--- src/sv/avud_pkg.sv ---
// Package for the averaged undervoltage detector.
// Shared widths, reset values and register codes; no dependencies.
`default_nettype none

package avud_pkg;

    localparam int SAMPLE_BITS_DEF = 12;
    localparam int RING_DEPTH      = 4;
    localparam int PTR_BITS        = $clog2(RING_DEPTH);

    localparam int THR_BITS        = 12;
    localparam int LIMIT_BITS      = 4;
    localparam int COUNT_BITS      = 5;

    localparam logic [THR_BITS-1:0]   THR_RESET   = '0;
    localparam logic [LIMIT_BITS-1:0] LIMIT_RESET = LIMIT_BITS'(3);
    localparam logic [COUNT_BITS-1:0] COUNT_MAX   = '1;

    localparam int APB_ADDR_BITS = 3;
    localparam int APB_DATA_BITS = 32;

    typedef enum logic [0:0] {
        REG_LOW_THRESHOLD  = 1'b0,
        REG_DEBOUNCE_LIMIT = 1'b1
    } cfg_reg_t;

endpackage

`default_nettype wire

--- src/sv/avud_ring.sv ---
// Four-entry sample ring with write pointer and first-tick fill.
// Produces the floor mean of the ring after the current sample; uses avud_pkg.
`default_nettype none

module avud_ring
    import avud_pkg::*;
#(
    parameter int SAMPLE_BITS = SAMPLE_BITS_DEF
) (
    input  wire logic                   clk,
    input  wire logic                   rst_n,
    input  wire logic                   en,
    input  wire logic [SAMPLE_BITS-1:0] sample,
    output logic      [SAMPLE_BITS-1:0] average
);

    localparam int SUM_BITS = SAMPLE_BITS + PTR_BITS;

    logic [SAMPLE_BITS-1:0] ring_reg  [RING_DEPTH];
    logic [SAMPLE_BITS-1:0] ring_next [RING_DEPTH];
    logic [PTR_BITS-1:0]    wp_reg;
    logic [PTR_BITS-1:0]    wp_next;
    logic                   first_reg;
    logic [SUM_BITS-1:0]    sum;

    always_comb
    begin
        sum = '0;
        for (int k = 0; k < RING_DEPTH; k++)
        begin
            if (first_reg || (wp_reg == PTR_BITS'(k)))
                ring_next[k] = sample;
            else
                ring_next[k] = ring_reg[k];
            sum = sum + SUM_BITS'(ring_next[k]);
        end
        wp_next = first_reg ? wp_reg : wp_reg + 1'b1;
        average = sum[SUM_BITS-1:PTR_BITS];
    end

    always_ff @(posedge clk)
    begin
        if (en)
        begin
            for (int k = 0; k < RING_DEPTH; k++)
                ring_reg[k] <= ring_next[k];
        end
    end

    always_ff @(posedge clk or negedge rst_n)
    begin
        if (!rst_n)
        begin
            wp_reg    <= '0;
            first_reg <= 1'b1;
        end
        else if (en)
        begin
            wp_reg    <= wp_next;
            first_reg <= 1'b0;
        end
    end

    a_first_ptr_zero: assert property (@(posedge clk) disable iff (!rst_n)
        first_reg |-> (wp_reg == '0))
        else $error("write pointer moved before first sample");

endmodule

`default_nettype wire

--- src/sv/avud_debounce.sv ---
// Consecutive-low counter and low-voltage flag.
// Compares the average against the threshold; uses avud_pkg.
`default_nettype none

module avud_debounce
    import avud_pkg::*;
#(
    parameter int SAMPLE_BITS = SAMPLE_BITS_DEF
) (
    input  wire logic                   clk,
    input  wire logic                   rst_n,
    input  wire logic                   en,
    input  wire logic [SAMPLE_BITS-1:0] average,
    input  wire logic [THR_BITS-1:0]    low_threshold,
    input  wire logic [LIMIT_BITS-1:0]  debounce_limit,
    output logic                        flag_next
);

    localparam int CMP_BITS = (SAMPLE_BITS > THR_BITS) ? SAMPLE_BITS : THR_BITS;

    logic [COUNT_BITS-1:0] count_reg;
    logic [COUNT_BITS-1:0] count_next;
    logic                  flag_reg;
    logic                  is_low;

    always_comb
    begin
        is_low = CMP_BITS'(average) < CMP_BITS'(low_threshold);
        if (is_low)
        begin
            flag_next  = flag_reg || (count_reg > COUNT_BITS'(debounce_limit));
            count_next = (count_reg < COUNT_MAX) ? count_reg + 1'b1 : count_reg;
        end
        else
        begin
            flag_next  = 1'b0;
            count_next = '0;
        end
    end

    always_ff @(posedge clk or negedge rst_n)
    begin
        if (!rst_n)
        begin
            count_reg <= '0;
            flag_reg  <= 1'b0;
        end
        else if (en)
        begin
            count_reg <= count_next;
            flag_reg  <= flag_next;
        end
    end

    a_flag_needs_count: assert property (@(posedge clk) disable iff (!rst_n)
        flag_reg |-> (count_reg != '0))
        else $error("flag set with zero low count");

endmodule

`default_nettype wire

--- src/sv/averaged_undervoltage_detector_top.sv ---
// Averaged undervoltage detector, top level: input register, ring average,
// debounce and result register, plus the APB register file.
// Each input transfer passes the input register, then the result register. Throughput:
// one transfer per cycle while out_stall does not hold the result register; the
// ring/debounce update is combinational between input and result registers.
// Reset: async active-low; clears pipeline valids, ring pointer, counter and
// flag, and loads threshold 0 and debounce limit 3. Depends on avud_pkg.
`default_nettype none

module averaged_undervoltage_detector_top
    import avud_pkg::*;
#(
    parameter int SAMPLE_BITS = SAMPLE_BITS_DEF
) (
    input  wire logic                     clk,
    input  wire logic                     rst_n,

    input  wire logic                     in_valid,
    output logic                          in_stall,
    input  wire logic [SAMPLE_BITS-1:0]   sample,

    output logic                          out_valid,
    input  wire logic                     out_stall,
    output logic      [SAMPLE_BITS-1:0]   average,
    output logic                          low_flag,

    input  wire logic                     psel,
    input  wire logic                     penable,
    input  wire logic                     pwrite,
    input  wire logic [APB_ADDR_BITS-1:0] paddr,
    input  wire logic [APB_DATA_BITS-1:0] pwdata,
    output logic      [APB_DATA_BITS-1:0] prdata,
    output logic                          pready
);

    logic [THR_BITS-1:0]    thr_reg;
    logic [LIMIT_BITS-1:0]  limit_reg;
    cfg_reg_t               reg_sel;
    logic                   cfg_wr;

    logic                   in_vld_reg;
    logic [SAMPLE_BITS-1:0] in_sample_reg;
    logic                   out_vld_reg;
    logic [SAMPLE_BITS-1:0] avg_reg;
    logic                   flag_out_reg;

    logic                   advance;
    logic                   work_en;
    logic [SAMPLE_BITS-1:0] avg_next;
    logic                   flag_next;

    // register file
    assign pready  = 1'b1;
    assign reg_sel = cfg_reg_t'(paddr[2]);
    assign cfg_wr  = psel && penable && pwrite && pready;

    always_comb
    begin
        unique case (reg_sel)
            REG_LOW_THRESHOLD:  prdata = APB_DATA_BITS'(thr_reg);
            REG_DEBOUNCE_LIMIT: prdata = APB_DATA_BITS'(limit_reg);
            default:            prdata = '0;
        endcase
    end

    always_ff @(posedge clk or negedge rst_n)
    begin
        if (!rst_n)
        begin
            thr_reg   <= THR_RESET;
            limit_reg <= LIMIT_RESET;
        end
        else if (cfg_wr)
        begin
            unique case (reg_sel)
                REG_LOW_THRESHOLD:  thr_reg   <= pwdata[THR_BITS-1:0];
                REG_DEBOUNCE_LIMIT: limit_reg <= pwdata[LIMIT_BITS-1:0];
                default:            thr_reg   <= thr_reg;
            endcase
        end
    end

    // pipeline control
    assign advance  = !out_vld_reg || !out_stall;
    assign in_stall = in_vld_reg && !advance;
    assign work_en  = in_vld_reg && advance;

    always_ff @(posedge clk or negedge rst_n)
    begin
        if (!rst_n)
        begin
            in_vld_reg  <= 1'b0;
            out_vld_reg <= 1'b0;
        end
        else
        begin
            if (!in_stall)
                in_vld_reg <= in_valid;
            if (advance)
                out_vld_reg <= in_vld_reg;
        end
    end

    always_ff @(posedge clk)
    begin
        if (in_valid && !in_stall)
            in_sample_reg <= sample;
        if (work_en)
        begin
            avg_reg      <= avg_next;
            flag_out_reg <= flag_next;
        end
    end

    avud_ring #(
        .SAMPLE_BITS (SAMPLE_BITS)
    ) u_ring (
        .clk     (clk),
        .rst_n   (rst_n),
        .en      (work_en),
        .sample  (in_sample_reg),
        .average (avg_next)
    );

    avud_debounce #(
        .SAMPLE_BITS (SAMPLE_BITS)
    ) u_debounce (
        .clk            (clk),
        .rst_n          (rst_n),
        .en             (work_en),
        .average        (avg_next),
        .low_threshold  (thr_reg),
        .debounce_limit (limit_reg),
        .flag_next      (flag_next)
    );

    assign out_valid = out_vld_reg;
    assign average   = avg_reg;
    assign low_flag  = flag_out_reg;

    a_stall_needs_item: assert property (@(posedge clk) disable iff (!rst_n)
        in_stall |-> (in_vld_reg && out_vld_reg && out_stall))
        else $error("input stalled with free pipeline");

    a_result_taken_in_order: assert property (@(posedge clk) disable iff (!rst_n)
        (out_vld_reg && out_stall) |=> (out_vld_reg && $stable(avg_reg)
            && $stable(flag_out_reg)))
        else $error("pending result overwritten");

    a_flag_only_when_low: assert property (@(posedge clk) disable iff (!rst_n)
        work_en && flag_next |-> (avg_next < SAMPLE_BITS'(thr_reg)
            || SAMPLE_BITS < THR_BITS))
        else $error("flag raised on average at or above threshold");

endmodule

`default_nettype wire

--- config.mk ---
export PLATFORM = sky130hd
export DESIGN_NAME = averaged_undervoltage_detector_top
export DESIGN_NICKNAME = d
export VERILOG_FILES = /design/src/sv/avud_pkg.sv /design/src/sv/avud_ring.sv /design/src/sv/avud_debounce.sv /design/src/sv/averaged_undervoltage_detector_top.sv
export SDC_FILE = /design/constraint.sdc
export NUM_CORES = 1
export LEC_CHECK = 0
export BUFFER_PORTS_ARGS = -buffer_cell sky130_fd_sc_hd__buf_2
export CORE_MARGIN = 5
export CORE_UTILIZATION = 50
export DETAILED_ROUTE_END_ITERATION = 10
export GPL_TIMING_DRIVEN = 0
export PLACE_DENSITY_LB_ADDON = 0.12
export SLEW_MARGIN = 20
export SYNTH_ARGS = -nofsm -noshare
export SYNTH_HDL_FRONTEND = slang
export SYNTH_SLANG_ARGS = --single-unit
--- constraint.sdc ---
create_clock -name clk -period 7.15 [get_ports clk]
set_input_delay 0.715 -clock clk [delete_from_list [all_inputs] [get_ports clk]]
set_output_delay 0.715 -clock clk [all_outputs]
set_load 0.01 [all_outputs]
* After elaboration in Yosys (flattened, before gate mapping)
Memories as Yosys holds them, arrays and structs flattened.
Cells that the tools add are included.
** Storage, ports and cells
- Register bits :: 52
- RAM bits :: 48
- Input bits :: 54
- Output and inout port bits :: 48
- Logic and storage cells :: 56
- Memories :: 1
** Memories
- u_ring.ring_reg :: depth 4, width 12, read ports 4, clocked after memory_dff 0, write ports 4, RTL line avud_ring.sv:19 : logic [SAMPLE_BITS-1:0] ring_reg [RING_DEPTH];
** Cells by class
- Add/sub/neg operators :: 5
- $lt $le $gt $ge :: 3
- Eq/ne operators :: 4
- Multiplexer cells :: 10
- Bitwise operators :: 2
- Reductions and logical operators :: 20
** Operator list (count)
- $pmux 32 s2 :: 1
- $mux 12 :: 4
- $add 14x12->14 :: 2
- $add 12x12->13 :: 1
- $lt 12x12->1 :: 1
- $mux 5 :: 2
- $reduce_and 2->1 :: 4
- $logic_or 1x1->1 :: 6
- $add 5x1->5 const B :: 1
- $gt 5x4->1 :: 1
- $logic_and 1x1->1 :: 5
- $lt 5x5->1 const B :: 1
- $eq 2x2->1 const B :: 2
- $logic_not 1->1 :: 4
- $mux 1 :: 3
- $add 2x1->2 const B :: 1
- $eq 2x1->1 const B :: 1
- $logic_not 2->1 :: 1
- $ne 2x2->1 const B :: 1
- $not 1->1 :: 2

* Longest topological paths before layout
- Depth in word-level cells :: 9
- Gate-level depth with buffers :: 31
- Depth with buffers taken out :: 29

* Hierarchy
Synthesis repeated with hierarchy kept, for this count alone.
** Unflattened totals
- Cells, all modules :: 451
- Area total of the unflattened synthesis :: 5805.6 um^2
** By module, submodules not included
- avud_ring :: times used 1, cells each 262, area an instance 3342.0 um^2, seq. area each 1517.7 um^2
- averaged_undervoltage_detector_top :: times used 1, cells each 104, area an instance 1764.2 um^2, seq. area each 1203.7 um^2
- avud_debounce :: times used 1, cells each 85, area an instance 699.4 um^2, seq. area each 150.1 um^2

* Least setup slack after synthesis
Ideal clock, no wire load.
- Kind :: flip-flop to flip-flop
- From :: register u_ring.wp_reg[1]
- To :: register u_debounce.count_reg[3]
- Setup time :: 0.112 ns
- Arrival time :: 6.440 ns
- Required time :: 7.038 ns
- Slack :: 0.598 ns
- Stages on the path, launching flop included :: 28
- Path buffers :: 2
- Clock period less this slack :: 6.552 ns
- Path through :: dfrtp_1 > inv_1 > ha_1 > buf_2 > nor2_1 > buf_1 > mux2_2 > ha_1 > inv_1 > fa_1 > fa_1 > or2_2 > fa_1 > nor2b_1 > o21ai_0 > a21boi_0 > o21ai_0 > a211oi_1 > nor4_1 > a311o_1 > ha_1 > a21o_1 > a21o_1 > a21o_1 > or3_1 > o21ai_1 > o21ai_0 > a21oi_1
** RTL lines
- from (decl) :: RTL line avud_ring.sv:21 : logic [PTR_BITS-1:0] wp_reg;
- from (signal assigned) :: RTL line avud_ring.sv:59 : wp_reg <= wp_next;
- to (signal assigned) :: RTL line avud_debounce.sv:50 : count_reg <= count_next;
- to (decl) :: RTL line avud_debounce.sv:21 : logic [COUNT_BITS-1:0] count_reg;

==> impl_metrics.yaml <==
outcome:
  status: "finished clean"
cells_and_area:
  largest_reg_flops: 48
  areaGrowthSynthToFinish_pct: 16.2
  layout.area.seq_um2: 2870
  antennaDiodeCount: 0
  drive_gt1_frac: 0.305
  final_nets: 717
  multi_input_area_um2: 3040
  nFillCells: 1005
  final_cells: 761
die:
  die_w_um: 121
  io_pins: 102
  std_cell_rows: 40
  dieArea_um2: 14600
  die_h_um: 121
  core-area_um2: 12000
  initial_core_util: 0.510
worst_setup_path:
  worst-path-max-fanout: 10
  crit_slowest_cell: "fa_1"
  worstSetupStartpoint: "u_ring.wp_reg[1]$_DFFE_PN0P_"
  max_stage_delay_ps: 490
  reg2reg_from: "u_ring.wp_reg[1]$_DFFE_PN0P_"
  crit_family: "compound AO/OA/AOI/OAI gates"
  endpoint: "u_debounce.count_reg[3]$_DFFE_PN0P_"
  crit_top_cell: "a21o_1"
  critPathKind: "reg -> reg"
  r2r_slack_ps: 330
  cp.arrival_ps: 7090
  endpoint_kind: "register"
  crit_buf_inv: 4
  reg2reg_depth: 29
  rr_endpoint: "u_debounce.count_reg[3]$_DFFE_PN0P_"
  startpoint_type: "register"
  crit_cells: 29
  required_ps: 7420
yosys:
  synth_area_um2: 6120
  yosysWarnings: 0
  synth.avg_cell_area_um2: 11.8
  yosysUniqueCellTypes: 63
  ys_seq_area_frac: 0.469
  synthCells: 518
  async_flop_share: 0.270
  ys_ff_latch: 100
  synth.top_cell.area_share: 0.358
  synth-edff-count: 73
  synth_ff_type: "edfxtp_1"
  synth.largest_area_cell: "edfxtp_1"
  yosys-top-cells-area: "edfxtp_1 (36%), mux2_2 (11%), dfrtp_1 (9.8%), ha_1 (8.4%), fa_1 (4.3%)"
drt:
  dr_total_vias: 4013
  drt-initial-drc-count: 205
  dr.pass1.iters: 4
  drc: 0
  detail-route-antenna-nets: 0
  wl_um: 12200
  wire_per_inst_um: 16.1
  routed_via_density: 5.27
placement:
  gp_routability_congestion: 0.856
  dp.cells: 741
  place.detailed.hpwl_um: 9100
  io_buffer_count: 57
clocking:
  clk_pin_slew_ps: 70
  cts.path.max_buffers: 2
  cts_tree: "done"
  root_buffer: "clkbuf_16"
  cts-htree-levels: 3
  worstSkewPairLatency_ps: 350
  numCtsBuffers: 9
  cts_sinks: 100
timing:
  setup_viol: 0
  tightest_slew_ps: 718
  slew_headroom: 0.522
  drv_slew: 0
  finalClockSkew_ps: 11.8
  hold_viol: 0
  period_needed_ps: 6820
  hold_ws_ps: 364
  fmaxAchievable_mhz: 147
  fin_crit_sh: 0.953
  rsz0062_at_grt: "false"
global_routing:
  grt_pass1_vias: 4228
  grt-ovfl-total: 0
  grt_start_max_net_pins: 69
  antenna_found_initial: 0
  grt_use_total: 0.177
  grt_pass1_wl_um: 20400
job:
  drv_cap: 0
min_path:
  min_path_type: "in -> async"
[area by class of cell]
cell class	instances	share of cell area
Buffer	38	0.0364
Clock buffer	10	0.0336
Clock inverter	6	0.00985
Inverter	34	0.0186
Multi-Input combinational cell	365	0.428
Sequential cell	100	0.404
Tap cell	147	0.0259
Timing Repair Buffer	61	0.0443
[what timing repair did]
action / 4_1_cts / 5_1_grt
setup buffers: 0 / 4
hold buffers: 0 / 0
setup endpoints to repair: 7 / 7
gates resized for setup: 6 / 19
pin swaps: 0 / 5
cloned: 0 / 0
[layer usage]
metal,share of wire,GRT usage,vias to the layer above
li1,-,-,2014
met1,0.46,0.223,1908
met2,0.47,0.295,81
met3,0.053,0.0538,10
met4,0.013,0.0531,0
met5,0,0,-
[per-stage QoR]
| stage | TNS, ps | area (um^2) | setup WS (ps) | utilization |
|---|---|---|---|---|
| finish | 0 | 7110 | 333 | 0.592 |
| detailed placement | -4350 | 6670 | -747 | 0.555 |
| global route | 0 | 7110 | 1.26 | 0.592 |
| CTS | 0 | 7000 | 6.68 | 0.583 |
| global placement | -3920 | 6660 | -713 | 0.555 |
| floorplan | 0 | 6190 | 598 | - |
[cell usage after synthesis (all sizes together) (3+ instances only)]
master  instances
nor2           30
ha             41
a21o           13
nor3            6
o22a            4
mux2i           3
o21ai          24
nand2b          9
and2            4
xor2            7
a211oi          3
mux2           59
o211ai          3
buf            30
a21oi          27
o21a            5
nand2          24
nor2b           5
or2             3
o22ai           3
clkbuf          8
o21bai          4
dfstp           3
edfxtp         73
a211o           3
nand3           6
and3            3
fa             13
inv            33
or3             3
xnor2          14
dfrtp          24
[placed cells by master (no fill, tap or decap), types with 5 or more instances in the layout]
master and instances:
clkbuf_16 9, xnor2_1 14, nand2b_1 9, ha_1 39
nor2_1 28, buf_4 25, buf_2 57, dfrtp_1 24
o21a_1 5, o21ai_0 19, conb_1 21, nand2_1 24
edfxtp_1 73, a21o_1 13, fa_1 13, xor2_1 5
nor3_1 5, nand3_1 6, inv_1 33, a21oi_1 27
mux2_2 58, nor2b_1 5, clkbuf_1 8
[how the worst min path moves through the flow]
stage	start	end	cells after the start	slack (ps)
2_1_floorplan	rst_n	in_vld_reg$_DFFE_PN0N_	0	420
3_3_place_gp	in_vld_reg$_DFFE_PN0N_	out_valid$_DFFE_PN0N_	1	470
3_5_place_dp	in_vld_reg$_DFFE_PN0N_	out_valid$_DFFE_PN0N_	1	480
4_1_cts	rst_n	thr_reg[8]$_DFFE_PN0P_	1	380
5_1_grt	rst_n	thr_reg[10]$_DFFE_PN0P_	1	400
6_report	rst_n	thr_reg[10]$_DFFE_PN0P_	1	360
[kinds of logic after synthesis]
family,synth area share
AO/OA/AOI/OAI,0.115
AND/OR/NAND/NOR,0.0850
flip-flops,0.469
buffers and inverters,0.0599
multiplexers,0.114
adder cells (fa/ha/maj),0.126
XOR/XNOR,0.0300
other,0.00123
[worst register-to-register path, delay by kind of cell (launching register included)]
kind	cells	cell delay, ps
adder cells (fa/ha/maj)	6	1870
AO/OA/AOI/OAI	14	2610
XOR/XNOR	1	200
flip-flops	1	400
AND/OR/NAND/NOR	3	800
buffers and inverters	4	580
multiplexers	1	250
Power is not shown: default switching activity piles up to over one toggle a cycle in this logic, so the estimate is an artifact.
